[config.mk]
export PLATFORM = sky130hd
export DESIGN_NAME = ght_cell
export DESIGN_NICKNAME = d
export VERILOG_FILES = /design/src/hw/rtl/ght_pkg.sv /design/src/hw/rtl/ght_cell.sv
export SDC_FILE = /design/constraint.sdc
export NUM_CORES = 1
export LEC_CHECK = 0
export BUFFER_PORTS_ARGS = -buffer_cell sky130_fd_sc_hd__buf_4
export CAP_MARGIN = 10
export CORE_UTILIZATION = 42
export DETAILED_ROUTE_END_ITERATION = 10
export PLACE_DENSITY = 0.81
export SYNTH_ARGS = -nofsm -noshare
export SYNTH_HDL_FRONTEND = slang
export SYNTH_SLANG_ARGS = --single-unit
[constraint.sdc]
create_clock -name clock -period 2.33 [get_ports clock]
set_input_delay 0.1165 -clock clock [delete_from_list [all_inputs] [get_ports clock]]
set_output_delay 0.1165 -clock clock [all_outputs]
set_load 0.02 [all_outputs]
[src/hw/rtl/ght_pkg.sv]
// Shared types and constants for the generational handle table.
package ght_pkg;

   localparam int GHT_SLOTS        = 64;
   localparam int GHT_SEED_BITS    = 16;
   localparam int GHT_PAYLOAD_BITS = 32;

   typedef enum logic [1:0] {
      CMD_BIND    = 2'd0,
      CMD_RELEASE = 2'd1,
      CMD_LOOKUP  = 2'd2
   } cmd_type;

   typedef enum logic [1:0] {
      STAT_OK    = 2'd0,
      STAT_STALE = 2'd1,
      STAT_FULL  = 2'd2
   } status_type;

   // Control part of the token that walks the cell chain.
   typedef struct packed {
      logic       valid;
      logic       done;
      cmd_type    cmd;
      status_type status;
   } tok_ctrl_type;

endpackage

[src/hw/rtl/ght_cell.sv]
// One slot of the handle table: slot state plus one token stage of the chain.
module ght_cell import ght_pkg::*; #(
   parameter int IDX_BITS     = $clog2(GHT_SLOTS),
   parameter int SEED_BITS    = GHT_SEED_BITS,
   parameter int PAYLOAD_BITS = GHT_PAYLOAD_BITS,
   parameter int CELL_INDEX   = 0
) (
   input  logic                    clock,
   input  logic                    reset,
   input  tok_ctrl_type            up_ctrl,
   input  logic [IDX_BITS-1:0]     up_idx,
   input  logic [SEED_BITS-1:0]    up_seed,
   input  logic [PAYLOAD_BITS-1:0] up_payload,
   input  logic [IDX_BITS-1:0]     up_rslot,
   input  logic [SEED_BITS-1:0]    up_rseed,
   input  logic [PAYLOAD_BITS-1:0] up_rpayload,
   output tok_ctrl_type            dn_ctrl,
   output logic [IDX_BITS-1:0]     dn_idx,
   output logic [SEED_BITS-1:0]    dn_seed,
   output logic [PAYLOAD_BITS-1:0] dn_payload,
   output logic [IDX_BITS-1:0]     dn_rslot,
   output logic [SEED_BITS-1:0]    dn_rseed,
   output logic [PAYLOAD_BITS-1:0] dn_rpayload
);

   localparam logic [IDX_BITS-1:0] MY_INDEX = IDX_BITS'(CELL_INDEX);

   logic                    slot_used_ff,     slot_used_in;
   logic [SEED_BITS-1:0]    slot_seed_ff,     slot_seed_in;
   logic [PAYLOAD_BITS-1:0] slot_payload_ff,  slot_payload_in;

   tok_ctrl_type            tok_ctrl_ff,      tok_ctrl_in;
   logic [IDX_BITS-1:0]     tok_idx_ff,       tok_idx_in;
   logic [SEED_BITS-1:0]    tok_seed_ff,      tok_seed_in;
   logic [PAYLOAD_BITS-1:0] tok_payload_ff,   tok_payload_in;
   logic [IDX_BITS-1:0]     tok_rslot_ff,     tok_rslot_in;
   logic [SEED_BITS-1:0]    tok_rseed_ff,     tok_rseed_in;
   logic [PAYLOAD_BITS-1:0] tok_rpayload_ff,  tok_rpayload_in;

   logic                    live;
   logic                    hit;
   logic [SEED_BITS-1:0]    seed_next;

   always_comb begin
      live      = up_ctrl.valid & ~up_ctrl.done;
      hit       = live & (up_idx == MY_INDEX);
      seed_next = SEED_BITS'(slot_seed_ff + 1'b1);

      slot_used_in    = slot_used_ff;
      slot_seed_in    = slot_seed_ff;
      slot_payload_in = slot_payload_ff;

      tok_ctrl_in     = up_ctrl;
      tok_idx_in      = up_idx;
      tok_seed_in     = up_seed;
      tok_payload_in  = up_payload;
      tok_rslot_in    = up_rslot;
      tok_rseed_in    = up_rseed;
      tok_rpayload_in = up_rpayload;

      if (live && up_ctrl.cmd == CMD_BIND && !slot_used_ff) begin
         slot_used_in       = 1'b1;
         slot_payload_in    = up_payload;
         tok_ctrl_in.done   = 1'b1;
         tok_ctrl_in.status = STAT_OK;
         tok_rslot_in       = MY_INDEX;
         tok_rseed_in       = slot_seed_ff;
         tok_rpayload_in    = '0;
      end else if (hit && up_ctrl.cmd == CMD_RELEASE) begin
         slot_used_in       = 1'b0;
         slot_seed_in       = seed_next;
         tok_ctrl_in.done   = 1'b1;
         tok_ctrl_in.status = STAT_OK;
         tok_rslot_in       = up_idx;
         tok_rseed_in       = seed_next;
         tok_rpayload_in    = '0;
      end else if (hit && up_ctrl.cmd == CMD_LOOKUP) begin
         tok_ctrl_in.done = 1'b1;
         tok_rslot_in     = up_idx;
         tok_rseed_in     = slot_seed_ff;
         if (slot_used_ff && slot_seed_ff == up_seed) begin
            tok_ctrl_in.status = STAT_OK;
            tok_rpayload_in    = slot_payload_ff;
         end else begin
            tok_ctrl_in.status = STAT_STALE;
            tok_rpayload_in    = '0;
         end
      end
   end

   always_ff @(posedge clock) begin
      if (reset) begin
         slot_used_ff <= 1'b0;
         slot_seed_ff <= '0;
         tok_ctrl_ff  <= '0;
      end else begin
         slot_used_ff <= slot_used_in;
         slot_seed_ff <= slot_seed_in;
         tok_ctrl_ff  <= tok_ctrl_in;
      end
   end

   always_ff @(posedge clock) begin
      slot_payload_ff <= slot_payload_in;
      tok_idx_ff      <= tok_idx_in;
      tok_seed_ff     <= tok_seed_in;
      tok_payload_ff  <= tok_payload_in;
      tok_rslot_ff    <= tok_rslot_in;
      tok_rseed_ff    <= tok_rseed_in;
      tok_rpayload_ff <= tok_rpayload_in;
   end

   assign dn_ctrl     = tok_ctrl_ff;
   assign dn_idx      = tok_idx_ff;
   assign dn_seed     = tok_seed_ff;
   assign dn_payload  = tok_payload_ff;
   assign dn_rslot    = tok_rslot_ff;
   assign dn_rseed    = tok_rseed_ff;
   assign dn_rpayload = tok_rpayload_ff;

endmodule

* Word level (Yosys, flattened, before mapping)
Cells that the tools add are included.
Widths: inputs -> output; s select.
** Storage, ports and cells
- Output and inout bits :: 114
- Flip-flop bits (word level) :: 163
- Input bits :: 116
** Cells by class
- Eq/ne operators :: 3
- $add $sub $neg :: 1
- Reduce and logical (&&, ||, !) cells :: 12
- Bitwise logic cells :: 4
- Muxes and demuxes :: 14
** Operators by type and width (number)
- $mux 32 :: 2
- $mux 16 :: 3
- $add 16x1->16 const B :: 1
- $eq 16x16->1 :: 1
- $mux 6 :: 2
- $logic_not 6->1 :: 1
- $mux 1 :: 6
- $logic_and 1x1->1 :: 5
- $reduce_or 3->1 :: 1
- $and 1x1->1 :: 2
- $eq 2x1->1 const B :: 1
- $eq 2x2->1 const B :: 1
- $logic_not 2->1 :: 1
- $mux 2 :: 1
- $not 1->1 :: 2
- $reduce_and 2->1 :: 1
- $reduce_bool 2->1 :: 1
- $reduce_or 2->1 :: 1
- $logic_not 1->1 :: 1

* Logic depth before layout (Yosys ltp)
- Depth after elaboration :: 7
- Gate-level depth with buffers :: 7

* Worst setup path before layout
Ideal clock, no wire load.
- Kind :: reg2reg
- From :: register slot_used_ff
- To :: register tok_rseed_ff[5] (netlist: dn_rseed[5])
- Arrival time :: 2130 ps
- Setup slack :: 78 ps
- Period minus slack after synthesis :: 2252 ps
- Library setup time :: 122 ps
- Cell stages (with the launch flop) :: 6
- Data required time :: 2208 ps
- Path through :: dfxtp_1 or4_1 clkbuf_1 clkinv_1 a211o_1 a221o_1
** Between the ends
- Word-level cells in the longest chain between the ends :: 3
** Ends and longest elaborated chain
- from (decl) :: RTL line ght_cell.sv:28 : logic slot_used_ff, slot_used_in;
- from (signal assigned) :: RTL line ght_cell.sv:97 : slot_used_ff <= slot_used_in;
- $logic_not 1->1 :: RTL line ght_cell.sv:61 : if (live && up_ctrl.cmd == CMD_BIND && !slot_used_ff) begin
- $logic_and 1x1->1 :: RTL line ght_cell.sv:61
- $mux 16 :: RTL line ght_cell.sv:61
- net tok_rseed_in[5] :: RTL line ght_cell.sv:37 : logic [SEED_BITS-1:0] tok_rseed_ff, tok_rseed_in;
- to (signal assigned) :: RTL line ght_cell.sv:109 : tok_rseed_ff <= tok_rseed_in;
- to (decl) :: RTL line ght_cell.sv:37
The timed path passes the listed nets, and every way through them passes these cells.
A chain may end at the register's enable or synchronous reset.

* Final worst setup path
- From :: input port up_idx[1]
- To :: register tok_rpayload_ff[26] (netlist: dn_rpayload[26])
** Between the ends
- Word-level cells in the longest chain between the ends :: 4
** Ends and longest elaborated chain
- from (decl) :: RTL line ght_cell.sv:11 : input logic [IDX_BITS-1:0] up_idx,
- $logic_not 6->1 * :: RTL line ght_cell.sv:46 : hit = live & (up_idx == MY_INDEX);
- $and 1x1->1 * :: RTL line ght_cell.sv:46
- $logic_and 1x1->1, on equally long branches :: RTL line ght_cell.sv:77, ght_cell.sv:69
- $mux 32 / $reduce_or 2->1 (equally long branches)
- to (signal assigned) :: RTL line ght_cell.sv:110 : tok_rpayload_ff <= tok_rpayload_in;
- to (decl) :: RTL line ght_cell.sv:38 : logic [PAYLOAD_BITS-1:0] tok_rpayload_ff, tok_rpayload_in;
Mark *: on every way between the ends. The rest lies on a longest branch, timed or not.

==> metrics.md <==
| Metric | Value |
|---|---|
| Status | completed |
| CP Launch Type | input port |
| Clock sinks | 163 |
| Post-synth top cells | dfxtp_1 (131), a32o_1 (32), edfxtp_1 (32), clkbuf_1 (20), xnor2_1 (13) |
| Crit. End Element | flip-flop |
| Leakage Power | between 3 and 4 nW |
| Post-Route WL | 17800 µm |
| Final Cycle Share | between 90% and 100% |
| Die area | 0.0131 mm² |
| Sequential element share of the synthesized area | 67.7% |
| Met3 Use GR | under 10% |
| Post-Place Setup Slack | 0.287 ns |
| Synthesized area | 0.00529 mm² |
| Slowest cell on crit path | dlygate4sd3_1 |
| RSZ-0062 raised after global routing | no |
| Drt drc | 0 |
| Comb pwr share | 12.4% |
| # placed instances | 780 |
| Die Ht | 114 µm |
| Synth Register Bits | 163 |
| Setup TNS | 0 ns |
| Buf/Inv on CP | 3 |
| Slew Viols, Final | 0 |
| Area leader, netlist | dfxtp_1 |
| Gpl congestion | 0.927 |
| Critical-path maximum fanout | 33 |
| Crit-path cells | dlygate4sd3_1 -> buf_4 -> nor4_4 -> nand3_4 -> nor4_4 -> buf_4 -> a32o_1 |
| Root buf cell | clkbuf_16 |
| CTS Buf Count | 17 |
| Switch Pwr | 1.58 mW |
| Asr flop ratio synth | 0% |
| Routed WL per cell | 19.3 µm |
| GR Overflow Total | 0 |
| Die Width | about 110 µm |
| Vias in the first global route | 5101 |
| Port bufs | 229 |
| Maximum vdd drop | 0.000576 V |
| Syn Nets | 519 |
| Distinct cells, synth | 44 |
| Post-route ant nets | 0 |
| Worst skew pair latency | 0.43 ns |
| Top cell family by delay on the critical path | buffers and inverters |
| EDFF count, synth | 32 |
| Top FF cell, synth | dfxtp_1 |
| Grt met2 use | 50.7% |
| Synth Instances | between 400 and 500 |
| Final setup fails | 0 |
| Top cell type's share of synthesized area | 49.5% |
| Worst Hold Class | input port to flip-flop |
| Via-to-Cell Ratio | 5.17 |
| Num ports | 230 |
| Worst slew margin | 64.6% |
| Final core utilization | about 73% |
| Share of cells above drive strength 1 | a little under two fifths |
| WP data required | approximately 2.7 ns |
| First-pass DRT Iterations | 5 |
| Max-cap violation count | 0 |
| Synth warnings | 0 |
| Count leader, synth | dfxtp_1 |
| Largest cells by area after synthesis | dfxtp_1 (50%), edfxtp_1 (18%), a32o_1 (6.1%), xnor2_1 (2.2%), a221o_1 (2.1%) |
| Seq pwr share | 46.9% |
| Slowest cell delay on critical path | 0.55 ns |
| Met1 Use GR | 29.2% |
| First-pass GRT wire length | 26600 µm |
| Switching Share | 24.2% |
| Top Usage Layer GRT | met2 |
| Core footprint | 0.0122 mm² |
| Largest net degree at the start of global routing | 34 |
| Non-Filler Instances | 924 |
| CTS tree | yes |
| Post-CTS sizing | 0 |
| Clock power share | 40.7% |
| H-tree depth | 4 |
| Clock Path Buffers | 2 |
| Post-route design area | 0.00887 mm² |
| All-Layer GR Usage | 27.6% |
| Layout Skew | roughly 0.015 ns |
| Setup Fix Bufs, Post-CTS | 0 |
| Layout overhead on the synthesized area | 67.5% |
| Worst r2r src | slot_seed_ff[4] |
| Initial antenna violation count | 1 |
| Nets | 860 |
| Crit path from | up_idx[1] |
| Initial core utilization | 43.5% |
| Setup WS post-layout | 0.0957 ns |
| PD cells | between 700 and 800 mW/mm² |
| Hold Violations, Final | 0 |
| Max frequency | 0.448 GHz |
| Setup CP Type | input port to flip-flop |
| Worst EP arrival | 2.60 ns |
| Largest family of logic cells by synthesized area | compound AO/OA/AOI/OAI gates |
| # diodes | 0 |
| Multiplexer share of the synthesized area | 0.402% |
| Syn avg cell area | approximately 13 µm² |
| Hold WS | 0.0503 ns |
| CTS clk-pin slew, worst paths | about 0.060 ns |
| Total power | 6.52 mW |
| Post-Synth XOR/XNOR Area | between 3 and 4% |
| Site Rows | 40 |
| DP Wirelength | 10300 µm |
| Adder-Cell Fraction of Synth Area | 0.236% |
| Worst-margin pin slew | 0.526 ns |
| Minimum clock period | 2.23 ns |
| Compound-Gate Fraction of Synth Area | 14.6% |
| Post-synthesis simple-gate area fraction | 10.4% |
| CTS Hold Buffers Added | 112 |
| Area after DPL | 0.00719 mm² |
| Vias | 4777 |
| DR iter-0 viols | 300 |
| Min-delay src | reset |
| P_int | ~4.9 mW |
routing by layer:
layer / vias to the layer above / wire [µm]
li1: 2193 / -
met1: 2283 / 6470
met2: 252 / 9590
met3: 47 / 1190
met4: 2 / 524
met5: - / 9
sequential cells by signal, indices dropped and copies added (netlist names):
name	flops
dn_ctrl	6
dn_idx	6
dn_payload	32
dn_rpayload	32
dn_rseed	16
dn_rslot	6
dn_seed	16
slot_payload_ff	32
slot_seed_ff	16
slot_used_ff	1
power by group through the flow:
stage / combinational, mW / sequential (mW) / clock (mW)
floorplan: 0.101 / 3.25 / 0
global placement: 0.625 / 3.11 / 0
detailed placement: 0.635 / 3.11 / 0
CTS: 0.792 / 3.05 / 2.66
global route: 0.846 / 3.07 / 2.79
finish: 0.812 / 3.06 / 2.65
layout make-up:
cell class | count | area [µm²]
sequential | 163 | 3580
fill | 758 | 3290
timing repair buffer | 353 | 2970
multi-input combinational | 202 | 1530
clock buffer | 19 | 433
tap | 168 | 210
clock inverter | 13 | 124
inverter | 6 | 22.5
cell usage in the layout, fill, tap and decap left out, types with 2 or more instances in the layout:
| cell | count |
|---|---|
| xnor2_1 | 13 |
| dlygate4sd3_1 | 112 |
| a211oi_1 | 4 |
| nand2_1 | 9 |
| clkbuf_1 | 2 |
| clkinv_1 | 2 |
| a211o_1 | 2 |
| nor2_1 | 12 |
| xor2_1 | 7 |
| edfxtp_1 | 32 |
| or4_1 | 2 |
| nor2b_1 | 5 |
| a21oi_1 | 10 |
| clkinv_4 | 3 |
| nor3b_1 | 3 |
| buf_12 | 3 |
| clkinvlp_4 | 2 |
| dfxtp_1 | 131 |
| inv_1 | 5 |
| clkbuf_16 | 17 |
| nor3_1 | 6 |
| o21ba_2 | 4 |
| inv_6 | 5 |
| and4_1 | 2 |
| nand3_1 | 10 |
| nor4_4 | 2 |
| a32o_1 | 32 |
| or3_1 | 9 |
| o21ai_0 | 9 |
| nand4_1 | 8 |
| nor4_1 | 4 |
| and3_1 | 12 |
| buf_4 | 238 |
| a221o_1 | 11 |
| o211ai_1 | 10 |
| a21boi_0 | 5 |
worst register-to-register path, delay by kind of cell (launching register included):
family | cells | cell delay (ns)
and+or+nand+nor | 3 | 1.38
DFF | 1 | 0.50
AOI/OAI and AO/OA | 1 | 0.15
worst paths after layout:
check | slack (ns) | cells past startpoint | end
hold reg to reg | 0.49 | 1 | dn_rpayload[1]
setup / recovery | 0.1 | 7 | dn_rpayload[26]
hold / removal | 0.05 | 2 | dn_ctrl[5]
setup reg to reg | 0.24 | 4 | slot_seed_ff[15]
cells by family (layout without fill, tap and decap cells):
family | Yosys count | after routing
compound gates | 91 | 91
fa+ha+maj | 1 | 1
xor+xnor | 20 | 20
buf+inv | 37 | 391
simple gates | 88 | 88
mux | 2 | 2
flops | 163 | 163
No activity file was read; power rests on OpenSTA's default activity.
